### config.mk
export PLATFORM = sky130hd
export DESIGN_NAME = neighbor_rssi_table_flat
export DESIGN_NICKNAME = d
export VERILOG_FILES = /design/src/design/nrt_pkg.sv /design/src/design/nrt_ifs.sv /design/src/design/neighbor_rssi_table.sv /design/src/flat_wrapper.sv
export SDC_FILE = /design/constraint.sdc
export NUM_CORES = 2
export LEC_CHECK = 0
export ABC_AREA = 0
export BUFFER_PORTS_ARGS = -buffer_cell sky130_fd_sc_hd__buf_2
export CAP_MARGIN = 15
export CELL_PAD_IN_SITES_DETAIL_PLACEMENT = 1
export CELL_PAD_IN_SITES_GLOBAL_PLACEMENT = 2
export CORE_MARGIN = 8
export CORE_UTILIZATION = 35
export CTS_CLUSTER_SIZE = 10
export DETAILED_ROUTE_END_ITERATION = 10
export GPL_TIMING_DRIVEN = 1
export PLACE_DENSITY_LB_ADDON = 0.1
export SLEW_MARGIN = 5
export SYNTH_ARGS = -nofsm -noshare
export SYNTH_HDL_FRONTEND = slang
export SYNTH_SLANG_ARGS = --single-unit
### constraint.sdc
create_clock -name clock -period 8.5 [get_ports clock]
set_input_delay 1.275 -clock clock [delete_from_list [all_inputs] [get_ports clock]]
set_output_delay 1.275 -clock clock [all_outputs]
set_load 0.005 [all_outputs]
### src/design/nrt_pkg.sv
// Shared types, constants and a helper of the neighbour signal-strength table.
package nrt_pkg;

   localparam int NRT_ENTRIES = 16;
   localparam int ID_W = 32;
   localparam int RSSI_W = 8;
   localparam int TIME_W = 32;
   localparam int CSR_DATA_W = 32;
   localparam int CSR_INDEX_W = 1;

   localparam logic [CSR_DATA_W-1:0] OWN_ID_RESET = '0;
   localparam logic [CSR_DATA_W-1:0] STALE_LIMIT_RESET = 32'd3000;
   localparam logic signed [RSSI_W-1:0] UNKNOWN_RSSI = -8'sd127;

   localparam logic [CSR_INDEX_W-1:0] CSR_OWN_ID = 1'b0;
   localparam logic [CSR_INDEX_W-1:0] CSR_STALE_LIMIT = 1'b1;

   typedef enum logic [2:0] {
      STATUS_UPDATED  = 3'd0,
      STATUS_INSERTED = 3'd1,
      STATUS_IGNORED  = 3'd2,
      STATUS_FULL     = 3'd3,
      STATUS_HIT      = 3'd4,
      STATUS_MISS     = 3'd5
   } status_type;

   typedef enum logic [1:0] {
      ST_IDLE,
      ST_SCAN,
      ST_FINISH
   } state_type;

   typedef struct packed {
      logic [ID_W-1:0]          peer_id;
      logic signed [RSSI_W-1:0] rssi;
      logic [TIME_W-1:0]        seen_ms;
   } entry_type;

   function automatic logic has_zero_byte(input logic [ID_W-1:0] v);
      return (v[7:0] == 8'd0) || (v[15:8] == 8'd0) ||
             (v[23:16] == 8'd0) || (v[31:24] == 8'd0);
   endfunction

endpackage

### src/design/nrt_ifs.sv
// Request and response channel interfaces of the neighbour signal-strength table.
interface nrt_req_if;
   logic                 valid;
   logic                 ready;
   logic                 mode;
   logic [31:0]          peer_id;
   logic signed [7:0]    sample_rssi;
   logic [31:0]          now_ms;

   modport source (output valid, output mode, output peer_id, output sample_rssi,
                   output now_ms, input ready);
   modport sink (input valid, input mode, input peer_id, input sample_rssi,
                 input now_ms, output ready);
endinterface

interface nrt_rsp_if;
   logic                  valid;
   logic                  ready;
   nrt_pkg::status_type   status;
   logic signed [7:0]     rssi_value;

   modport source (output valid, output status, output rssi_value, input ready);
   modport sink (input valid, input status, input rssi_value, output ready);
endinterface

### src/design/neighbor_rssi_table.sv
// An empty table skips the scan; otherwise the entry memory is scanned, one memory read per
// entry, until a match at entry k or, when the peer is absent, through all used entries.
// A new item is accepted only once the previous one is finished (ready only while idle),
// and an item also waits while the previous result has not been taken.
// Reset clears the entry count, the registers to their defaults and the control state;
// the entry memory itself is not cleared, as only counted entries are ever read.
module neighbor_rssi_table #(
   parameter int ENTRIES = nrt_pkg::NRT_ENTRIES
) (
   input  logic                                clock,
   input  logic                                reset,
   nrt_req_if.sink                             req_chan,
   nrt_rsp_if.source                           rsp_chan,
   input  logic                                csr_write_en,
   input  logic [nrt_pkg::CSR_INDEX_W-1:0]     csr_index,
   input  logic [nrt_pkg::CSR_DATA_W-1:0]      csr_write_data
);
   import nrt_pkg::*;

   localparam int IW = (ENTRIES > 1) ? $clog2(ENTRIES) : 1;
   localparam int CW = $clog2(ENTRIES + 1);
   localparam logic [CW-1:0] ENTRIES_C = CW'(ENTRIES);

   entry_type mem [ENTRIES];

   state_type state_ff, state_in;

   logic                     mode_ff;
   logic [ID_W-1:0]          id_ff;
   logic signed [RSSI_W-1:0] sample_ff;
   logic [TIME_W-1:0]        now_ff;

   logic [CW-1:0]            used_ff, used_in;
   logic [CW-1:0]            issue_ff, issue_in;
   logic                     rd_valid_ff, rd_valid_in;
   logic [IW-1:0]            rd_slot_ff;
   entry_type                rd_data_ff;

   logic                     found_ff, found_in;
   logic [IW-1:0]            slot_ff, slot_in;
   logic signed [RSSI_W-1:0] old_rssi_ff, old_rssi_in;
   logic [TIME_W-1:0]        old_seen_ff, old_seen_in;

   logic [CSR_DATA_W-1:0]    own_id_ff;
   logic [CSR_DATA_W-1:0]    stale_limit_ff;

   logic                     rsp_valid_ff, rsp_valid_in;
   status_type               rsp_status_ff, rsp_status_in;
   logic signed [RSSI_W-1:0] rsp_rssi_ff, rsp_rssi_in;

   logic                     accept;
   logic                     issue;
   logic                     match;
   logic                     last;
   logic [CW-1:0]            slot_next;
   logic                     load_rsp;
   logic                     wr_en;
   logic [IW-1:0]            wr_addr;
   entry_type                wr_data;
   logic signed [9:0]        sum;
   logic signed [9:0]        quot;
   logic [TIME_W-1:0]        age;
   logic                     ignored;

   assign accept = req_chan.valid && req_chan.ready;
   assign req_chan.ready = (state_ff == ST_IDLE);

   assign rsp_chan.valid = rsp_valid_ff;
   assign rsp_chan.status = rsp_status_ff;
   assign rsp_chan.rssi_value = rsp_rssi_ff;

   // Reads run one ahead of the compare, so one entry is checked every cycle.
   assign issue = (state_ff == ST_SCAN) && (issue_ff < used_ff);
   assign match = rd_valid_ff && (rd_data_ff.peer_id == id_ff);
   assign slot_next = CW'(rd_slot_ff) + CW'(1);
   assign last = rd_valid_ff && (slot_next == used_ff);

   // Smoothing: (3 * old + new) / 4, rounded toward zero.
   assign sum = {{2{old_rssi_ff[7]}}, old_rssi_ff} + {old_rssi_ff[7], old_rssi_ff, 1'b0} +
                {{2{sample_ff[7]}}, sample_ff};
   assign quot = sum[9] ? ((sum + 10'sd3) >>> 2) : (sum >>> 2);
   assign age = now_ff - old_seen_ff;
   assign ignored = has_zero_byte(id_ff) || (id_ff == own_id_ff);

   always_comb begin
      state_in = state_ff;
      used_in = used_ff;
      issue_in = issue_ff;
      rd_valid_in = 1'b0;
      found_in = found_ff;
      slot_in = slot_ff;
      old_rssi_in = old_rssi_ff;
      old_seen_in = old_seen_ff;
      load_rsp = 1'b0;
      rsp_status_in = rsp_status_ff;
      rsp_rssi_in = rsp_rssi_ff;
      wr_en = 1'b0;
      wr_addr = slot_ff;
      wr_data = '{peer_id: id_ff, rssi: sample_ff, seen_ms: now_ff};

      case (state_ff)
         ST_IDLE: begin
            if (accept) begin
               issue_in = '0;
               found_in = 1'b0;
               state_in = (used_ff == '0) ? ST_FINISH : ST_SCAN;
            end
         end
         ST_SCAN: begin
            if (issue) begin
               issue_in = issue_ff + CW'(1);
            end
            if (match) begin
               found_in = 1'b1;
               slot_in = rd_slot_ff;
               old_rssi_in = rd_data_ff.rssi;
               old_seen_in = rd_data_ff.seen_ms;
               state_in = ST_FINISH;
            end else if (last) begin
               state_in = ST_FINISH;
            end else begin
               rd_valid_in = issue;
            end
         end
         ST_FINISH: begin
            if (!rsp_valid_ff || rsp_chan.ready) begin
               load_rsp = 1'b1;
               state_in = ST_IDLE;
               rsp_rssi_in = UNKNOWN_RSSI;
               if (!mode_ff) begin
                  if (ignored) begin
                     rsp_status_in = STATUS_IGNORED;
                  end else if (found_ff) begin
                     wr_en = 1'b1;
                     wr_data.rssi = quot[7:0];
                     rsp_status_in = STATUS_UPDATED;
                     rsp_rssi_in = quot[7:0];
                  end else if (used_ff < ENTRIES_C) begin
                     wr_en = 1'b1;
                     wr_addr = used_ff[IW-1:0];
                     used_in = used_ff + CW'(1);
                     rsp_status_in = STATUS_INSERTED;
                     rsp_rssi_in = sample_ff;
                  end else begin
                     rsp_status_in = STATUS_FULL;
                  end
               end else begin
                  if (found_ff && (age < stale_limit_ff)) begin
                     rsp_status_in = STATUS_HIT;
                     rsp_rssi_in = old_rssi_ff;
                  end else begin
                     rsp_status_in = STATUS_MISS;
                  end
               end
            end
         end
         default: begin
            state_in = ST_IDLE;
         end
      endcase

      if (load_rsp) begin
         rsp_valid_in = 1'b1;
      end else if (rsp_chan.ready) begin
         rsp_valid_in = 1'b0;
      end else begin
         rsp_valid_in = rsp_valid_ff;
      end
   end

   always_ff @(posedge clock) begin
      rd_data_ff <= mem[issue_ff[IW-1:0]];
      if (wr_en) begin
         mem[wr_addr] <= wr_data;
      end
   end

   always_ff @(posedge clock) begin
      if (reset) begin
         state_ff <= ST_IDLE;
         used_ff <= '0;
         rd_valid_ff <= 1'b0;
         rsp_valid_ff <= 1'b0;
         own_id_ff <= OWN_ID_RESET;
         stale_limit_ff <= STALE_LIMIT_RESET;
      end else begin
         state_ff <= state_in;
         used_ff <= used_in;
         rd_valid_ff <= rd_valid_in;
         rsp_valid_ff <= rsp_valid_in;
         if (csr_write_en) begin
            case (csr_index)
               CSR_OWN_ID:      own_id_ff <= csr_write_data;
               CSR_STALE_LIMIT: stale_limit_ff <= csr_write_data;
               default: begin
               end
            endcase
         end
      end
   end

   always_ff @(posedge clock) begin
      if (accept) begin
         mode_ff <= req_chan.mode;
         id_ff <= req_chan.peer_id;
         sample_ff <= req_chan.sample_rssi;
         now_ff <= req_chan.now_ms;
      end
      issue_ff <= issue_in;
      rd_slot_ff <= issue_ff[IW-1:0];
      found_ff <= found_in;
      slot_ff <= slot_in;
      old_rssi_ff <= old_rssi_in;
      old_seen_ff <= old_seen_in;
      rsp_status_ff <= rsp_status_in;
      rsp_rssi_ff <= rsp_rssi_in;
   end

endmodule
### src/flat_wrapper.sv
// flat-port wrapper written by rule: the top's interface ports become plain ports
module neighbor_rssi_table_flat import nrt_pkg::*;
#(
   parameter int ENTRIES = nrt_pkg::NRT_ENTRIES
)
  (clock, reset, csr_write_en, csr_index, csr_write_data, req_chan_valid, req_chan_mode, req_chan_peer_id, req_chan_sample_rssi, req_chan_now_ms, req_chan_ready, rsp_chan_valid, rsp_chan_status, rsp_chan_rssi_value, rsp_chan_ready);
  nrt_req_if req_chan_i ();
  nrt_rsp_if rsp_chan_i ();
  input  logic clock;
  input  logic reset;
  input  logic csr_write_en;
  input  logic [nrt_pkg::CSR_INDEX_W-1:0] csr_index;
  input  logic [nrt_pkg::CSR_DATA_W-1:0] csr_write_data;
  input wire logic [$bits(req_chan_i.valid)-1:0] req_chan_valid;
  input wire logic [$bits(req_chan_i.mode)-1:0] req_chan_mode;
  input wire logic [$bits(req_chan_i.peer_id)-1:0] req_chan_peer_id;
  input wire logic [$bits(req_chan_i.sample_rssi)-1:0] req_chan_sample_rssi;
  input wire logic [$bits(req_chan_i.now_ms)-1:0] req_chan_now_ms;
  output wire logic [$bits(req_chan_i.ready)-1:0] req_chan_ready;
  output wire logic [$bits(rsp_chan_i.valid)-1:0] rsp_chan_valid;
  output wire logic [$bits(rsp_chan_i.status)-1:0] rsp_chan_status;
  output wire logic [$bits(rsp_chan_i.rssi_value)-1:0] rsp_chan_rssi_value;
  input wire logic [$bits(rsp_chan_i.ready)-1:0] rsp_chan_ready;
  assign req_chan_i.valid = req_chan_valid;
  assign req_chan_i.mode = req_chan_mode;
  assign req_chan_i.peer_id = req_chan_peer_id;
  assign req_chan_i.sample_rssi = req_chan_sample_rssi;
  assign req_chan_i.now_ms = req_chan_now_ms;
  assign req_chan_ready = req_chan_i.ready;
  assign rsp_chan_valid = rsp_chan_i.valid;
  assign rsp_chan_status = rsp_chan_i.status;
  assign rsp_chan_rssi_value = rsp_chan_i.rssi_value;
  assign rsp_chan_i.ready = rsp_chan_ready;
  neighbor_rssi_table #(.ENTRIES(ENTRIES)) u_core (.clock(clock), .reset(reset), .req_chan(req_chan_i), .rsp_chan(rsp_chan_i), .csr_write_en(csr_write_en), .csr_index(csr_index), .csr_write_data(csr_write_data));
endmodule
Word level (Yosys, flattened, before mapping)
Memory sizes are Yosys's and may differ from the RTL's. A register that Yosys moved wholly into a read port is not among the register bits.
Cells that the tools add are included.
{ "classes": {"eq_ne": 10, "addsub": 7, "order_cmp": 3, "n_mux": 46, "n_reduce_logical": 28, "bitwise": 5} }
{ "op_table": {"columns": ["cell", "n"], "rows": [
  ["$mux W8", 11],
  ["$eq A32 B32 Y1", 2],
  ["$logic_not A8 Y1", 4],
  ["$lt A32 B32 Y1", 1],
  ["$sub A32 B32 Y32", 1],
  ["$mux W4", 6],
  ["$mux W1", 15],
  ["$mux W2", 6],
  ["$add A10 B10 Y10", 1],
  ["$add A10 B3 Y10 const B", 1],
  ["$add A5 B1 Y5 const B", 2],
  ["$add A8 B9 Y10", 1],
  ["$mux W5", 2],
  ["$pmux W5 S2", 1],
  ["$mux W3", 3],
  ["$reduce_and A3 Y1", 3],
  ["$reduce_and A2 Y1", 4],
  ["$ne A2 B1 Y1 const B", 3],
  ["$pmux W2 S3", 1],
  ["$reduce_and A6 Y1", 1],
  ["$add A4 B1 Y5 const B", 1],
  ["$eq A5 B5 Y1", 1],
  ["$logic_and A1 B1 Y1", 5],
  ["$logic_not A5 Y1", 1],
  ["other kinds (13)", 22]
]} }
{ "totals": {"inputBits": 111, "memories": 1, "reg_bits": 211, "ramBits": 1152} }
{ "memory_table": {"columns": ["name", "depth", "word_bits", "rd", "rd_ports_with_merged_regs", "write_ports", "line", "source"], "rows": [
  ["u_core.mem", 16, 72, 1, 1, 1, "neighbor_rssi_table.sv:24", "entry_type mem [ENTRIES];"]
]} }

Depth between registers and ports, before layout
{ "logic_depth": {"word_depth": 11, "ltp_mapped": 21} }

Least setup slack after synthesis
OpenSTA, ideal clock, no wires.
{ "synth_path": {"path_type": "input-to-reg", "start": "input rsp_chan_ready", "end": "memory u_core.mem[2][0] in the netlist's numbering (enable)", "setup_ns": 0.503, "slack_ns": 1.819, "t_arrival_ns": 6.179, "stages": 9, "path_buffers": 1, "cell_sequence": "nand2b_1 nor2b_1 inv_2 a2111oi_4 nand2_2 buf_2 nor4_1 a21oi_1 nor2_1"} }
{ "synth_via": {"elab_chain_cells": 5} }
{ "synth_lines": {"columns": ["item", "line", "source"], "rows": [
  ["start, declared", "flat_wrapper.sv:23", "input wire logic [$bits(rsp_chan_i.ready)-1:0] rsp_chan_ready;"],
  ["$logic_or A1 B1 Y1 *", "neighbor_rssi_table.sv:126", "if (!rsp_valid_ff || rsp_chan.ready) begin"],
  ["$mux W1", "neighbor_rssi_table.sv:126", null],
  ["$mux W1", "neighbor_rssi_table.sv:101", "case (state_ff)"],
  ["$mux W1", "neighbor_rssi_table.sv:173", "if (wr_en) begin"],
  ["$mux W1 (implied by the code)", "neighbor_rssi_table.sv:174", "mem[wr_addr] <= wr_data;"],
  ["end, declared", "neighbor_rssi_table.sv:24", null]
]} }
Mark *: on every way between the ends. The rest lies on a longest branch, timed or not.

Worst setup path in the final report
{ "layout_path": {"start": "register u_core.now_ff[0]", "end": "register u_core.rsp_rssi_ff[0] (netlist: u_core.rsp_chan.rssi_value[0]), data pin"} }
{ "layout_via": {"elab_chain_cells": 5} }
{ "layout_lines": {"columns": ["item", "line", "source"], "rows": [
  ["start, declared", "neighbor_rssi_table.sv:31", "logic [TIME_W-1:0] now_ff;"],
  ["start signal, assigned", "neighbor_rssi_table.sv:207", "now_ff <= req_chan.now_ms;"],
  ["$sub A32 B32 Y32", "neighbor_rssi_table.sv:82", "assign age = now_ff - old_seen_ff;"],
  ["$lt A32 B32 Y1", "neighbor_rssi_table.sv:148", "if (found_ff && (age < stale_limit_ff)) begin"],
  ["$logic_and A1 B1 Y1", "neighbor_rssi_table.sv:148", null],
  ["$mux W8", "neighbor_rssi_table.sv:148", null],
  ["$mux W8", "neighbor_rssi_table.sv:130", "if (!mode_ff) begin"],
  ["end signal, assigned", "neighbor_rssi_table.sv:216", "rsp_rssi_ff <= rsp_rssi_in;"],
  ["end, declared", "neighbor_rssi_table.sv:49", "logic signed [RSSI_W-1:0] rsp_rssi_ff, rsp_rssi_in;"]
]} }
Every way passes these cells.
A chain may end at the register's enable or synchronous reset.

==> run_results.csv <==
group,metric,value,unit
status,status,"finished clean",
sta,fin_crit_sh,64.9,%
final_layout,layout-drive-gt1-share,24.7,%
sta,hold_viol,0,
clock_network,cts_max_level,4,
yosys,synth_ff_type,"edfxtp_1",
yosys,ys_warn_count,0,
placed_design,dpl-instance-area,0.0596,mm^2
final_layout,area_delta_synth_final,15.4,%
yosys,synth_edf_count,1286,
critical_path,start_kind,"register",
sta,tns,0,ns
placed_design,io_buffer_count,123,
drt,drt_iter0_drc,1974,
sta,setup_violations,0,
yosys,yosys_register_bits,1435,
clock_network,cts_setup_buffers,0,
sta,maxSlewViolCount,0,
global_routing,grt_overflow,0,
critical_path,startpoint,"u_core.now_ff[0]",
yosys,ys_seq_area_share,74.2,%
critical_path,end_kind,"register",
sta,skew,0.0529,ns
global_routing,grt_pass1_wl,222000,um
placed_design,place.detailed.hpwl,85500,um
clock_network,cts_resized,0,
drt,via_count,27500,
sta,slew_headroom,28.2,%
sta,worst_slew_pin_slew,1.08,ns
floorplanning,die-area,0.173,mm^2
power_and_ir_drop,p_leak,20.8,nW
clock_network,insertion_delay,0.81,ns
final_layout,num-fill-cells,15100,
floorplanning,num_rows,147,
sta,rsz0062_at_grt,"false",
global_routing,antenna_found_initial,2,
yosys,async_reset_ff_share,0,%
critical_path,critPathRequiredTime,9.01,ns
critical_path,worstPathArrival,6.03,ns
sta,max_freq,181,MHz
power_and_ir_drop,ir_drop,0.208,mV
yosys,syn_area,0.0561,mm^2
yosys,syn_inst,2814,
drt,drcViolationCount,0,
drt,met1Wirelength,66400,um
flow_run,maxCapViolations,0,
clock_network,cts_hold_buf,0,
global_routing,grtUsageTotal,17.8,%
clock_network,cts_sinks,1435,
power_and_ir_drop,power.density,242,mW/mm^2
drt,wl_per_cell,29.5,um
clock_network,clock_path_buffers,3,
floorplanning,core_area,0.160,mm^2
placed_design,place_congestion,0.759,
critical_path,regToRegStartpoint,"u_core.now_ff[0]",
global_routing,grt_max_degree,121,
drt,met3WireLength,5600,um
floorplanning,start_util,35.1,%
critical_path,critPathKind,"register to register",
drt,dr_wl_met2,79600,um
clock_network,cts_root_buf,"clkbuf_16",
yosys,ys_types,75,
critical_path,crit_fanout,17,
drt,ant_nets,0,
hold_path,hp-start,"u_core.rd_data_ff[4]",
yosys,synth_fp_nets,3013,
drt,totalWireLength,156000,um
hold_path,hold_path.class,"register to register",
yosys,synth_area_per_cell,19.9,um^2
global_routing,grt_pass1_vias,30100,
drt,via_per_inst,5.22,
clock_network,clk_pin_slew_worst_paths,0.06,ns
final_layout,nets,3253,
drt,top_layer,"met4",
floorplanning,ios,124,
final_layout,fin_area,0.0647,mm^2
clock_network,cts_tree,"yes",
floorplanning,dieHeight,416,um
power_and_ir_drop,finalPower,0.0156,W
floorplanning,die_w,416,um
clock_network,numCtsBuffers,167,
drt,first_pass_iters,5,
sta,finalCriticalPeriod,5.52,ns
[synthesized netlist by cell type, types with 20 or more instances]
cell type | number | share of area, %
edfxtp_1 | 1286 | 69
ha_1 | 79 | 1.8
xnor2_1 | 90 | 1.4
nor2_1 | 59 | 0.40
nand2_1 | 168 | 1.1
a21o_1 | 28 | 0.37
a21oi_1 | 104 | 0.93
dfxtp_1 | 149 | 5.3
mux4_2 | 360 | 14
clkbuf_1 | 69 | 0.46
buf_2 | 33 | 0.29
inv_1 | 101 | 0.68
nand4_1 | 20 | 0.22
[per-stage QoR]
stage / hold WS (ns) / worst slack (ns) / instances / utilization, %
final: 0.384 / 2.98 / 5275 / 40.5
after global routing: 0.387 / 2.63 / 5273 / 40.5
after CTS: 0.388 / 2.95 / 5273 / 40.5
after detailed placement: 0.390 / 2.99 / 4971 / 37.3
after global placement: 0.388 / 2.88 / 4970 / 37.3
after floorplan: 0.375 / 1.82 / 2814 / -
[worst max-delay path: stages, from the launching register on]
cell,delay (ns)
edfxtp_1,0.60
inv_1,0.17
ha_1,0.18
inv_1,0.06
fa_1,0.39
a21o_1,0.20
a221oi_2,0.32
nand3b_1,0.23
a32oi_1,0.23
a31oi_1,0.34
o21ai_1,0.10
a21oi_1,0.19
xnor2_1,0.09
ha_1,0.18
a21oi_1,0.16
nor2b_1,0.06
o21ai_0,0.14
or4b_1,0.44
a31oi_1,0.17
o31ai_1,0.11
buf_4,0.18
nor4b_4,0.51
a21oi_1,0.15
[power breakdown]
| group | switching, W | total [W] | internal (W) |
|---|---|---|---|
| Sequential | 0.000153 | 0.00800 | 0.00784 |
| Combinational | 0.000504 | 0.000910 | 0.000407 |
| Clock | 0.00285 | 0.00673 | 0.00388 |
| Total | 0.00351 | 0.0156 | 0.0121 |
[cells in the final DEF, fill, tap and decap left out, drive strengths merged, types with 28 or more instances in the layout]
| cell | count |
|---|---|
| ha | 79 |
| nand2 | 169 |
| xnor2 | 91 |
| clkbuf | 282 |
| buf | 185 |
| mux4 | 360 |
| edfxtp | 1286 |
| nor2 | 59 |
| dfxtp | 149 |
| a21oi | 105 |
| inv | 107 |
| a21o | 28 |
[worst paths after layout]
path                                                      end  slack, ns  depth (start not counted)
worst min register to register          u_core.old_seen_ff[4]       0.38                          0
worst max register to register  u_core.rsp_chan.rssi_value[0]       2.98                         22
worst max-delay path            u_core.rsp_chan.rssi_value[0]       2.98                         22
worst min-delay path                    u_core.old_seen_ff[4]       0.38                          0
[state kept, by name (all words and copies together) (netlist names)]
register and cells:
u_core.found_ff 1, u_core.id_ff 32, u_core.issue_ff 5, u_core.mem 1152, u_core.mode_ff 1, u_core.now_ff 32, u_core.old_rssi_ff 8, u_core.old_seen_ff 32
u_core.own_id_ff 32, u_core.rd_data_ff 72, u_core.rd_slot_ff 4, u_core.rd_valid_ff 1, u_core.rsp_chan.rssi_value 8, u_core.rsp_chan.status 3, u_core.rsp_chan.valid 1, u_core.sample_ff 8
u_core.slot_ff 4, u_core.stale_limit_ff 32, u_core.state_ff 2, u_core.used_ff 5
[layout make-up]
type,instances,area (um^2),area share [%]
flip-flops and latches,1435,41600,64.3
multi-input cells,1163,13700,21.2
clock buffers,282,4740,7.33
well taps,2086,2610,4.03
repair buffers,185,1240,1.92
inverters,102,385,0.596
clock inverters,20,384,0.594
diodes,2,5.00,0.00773
[metal layers]
| layer | vias up | track usage, % |
|---|---|---|
| met5 | - | 0 |
| met4 | 0 | 5.22 |
| met3 | 214 | 2.94 |
| met2 | 558 | 31.1 |
| met1 | 14900 | 22.8 |
| li1 | 11900 | - |
[cell families (layout without fill, tap and decap cells)]
group	count (synthesis)	after routing	synth area share, %
compound gates	229	229	2.66
xor+xnor	109	109	1.72
fa+ha+maj	88	88	2.08
buf+inv	216	589	1.52
flops	1435	1435	74.2
mux	367	367	14.6
other cells	0	2	0
simple gates	370	370	3.21
Power figures use the tool's default switching activity.
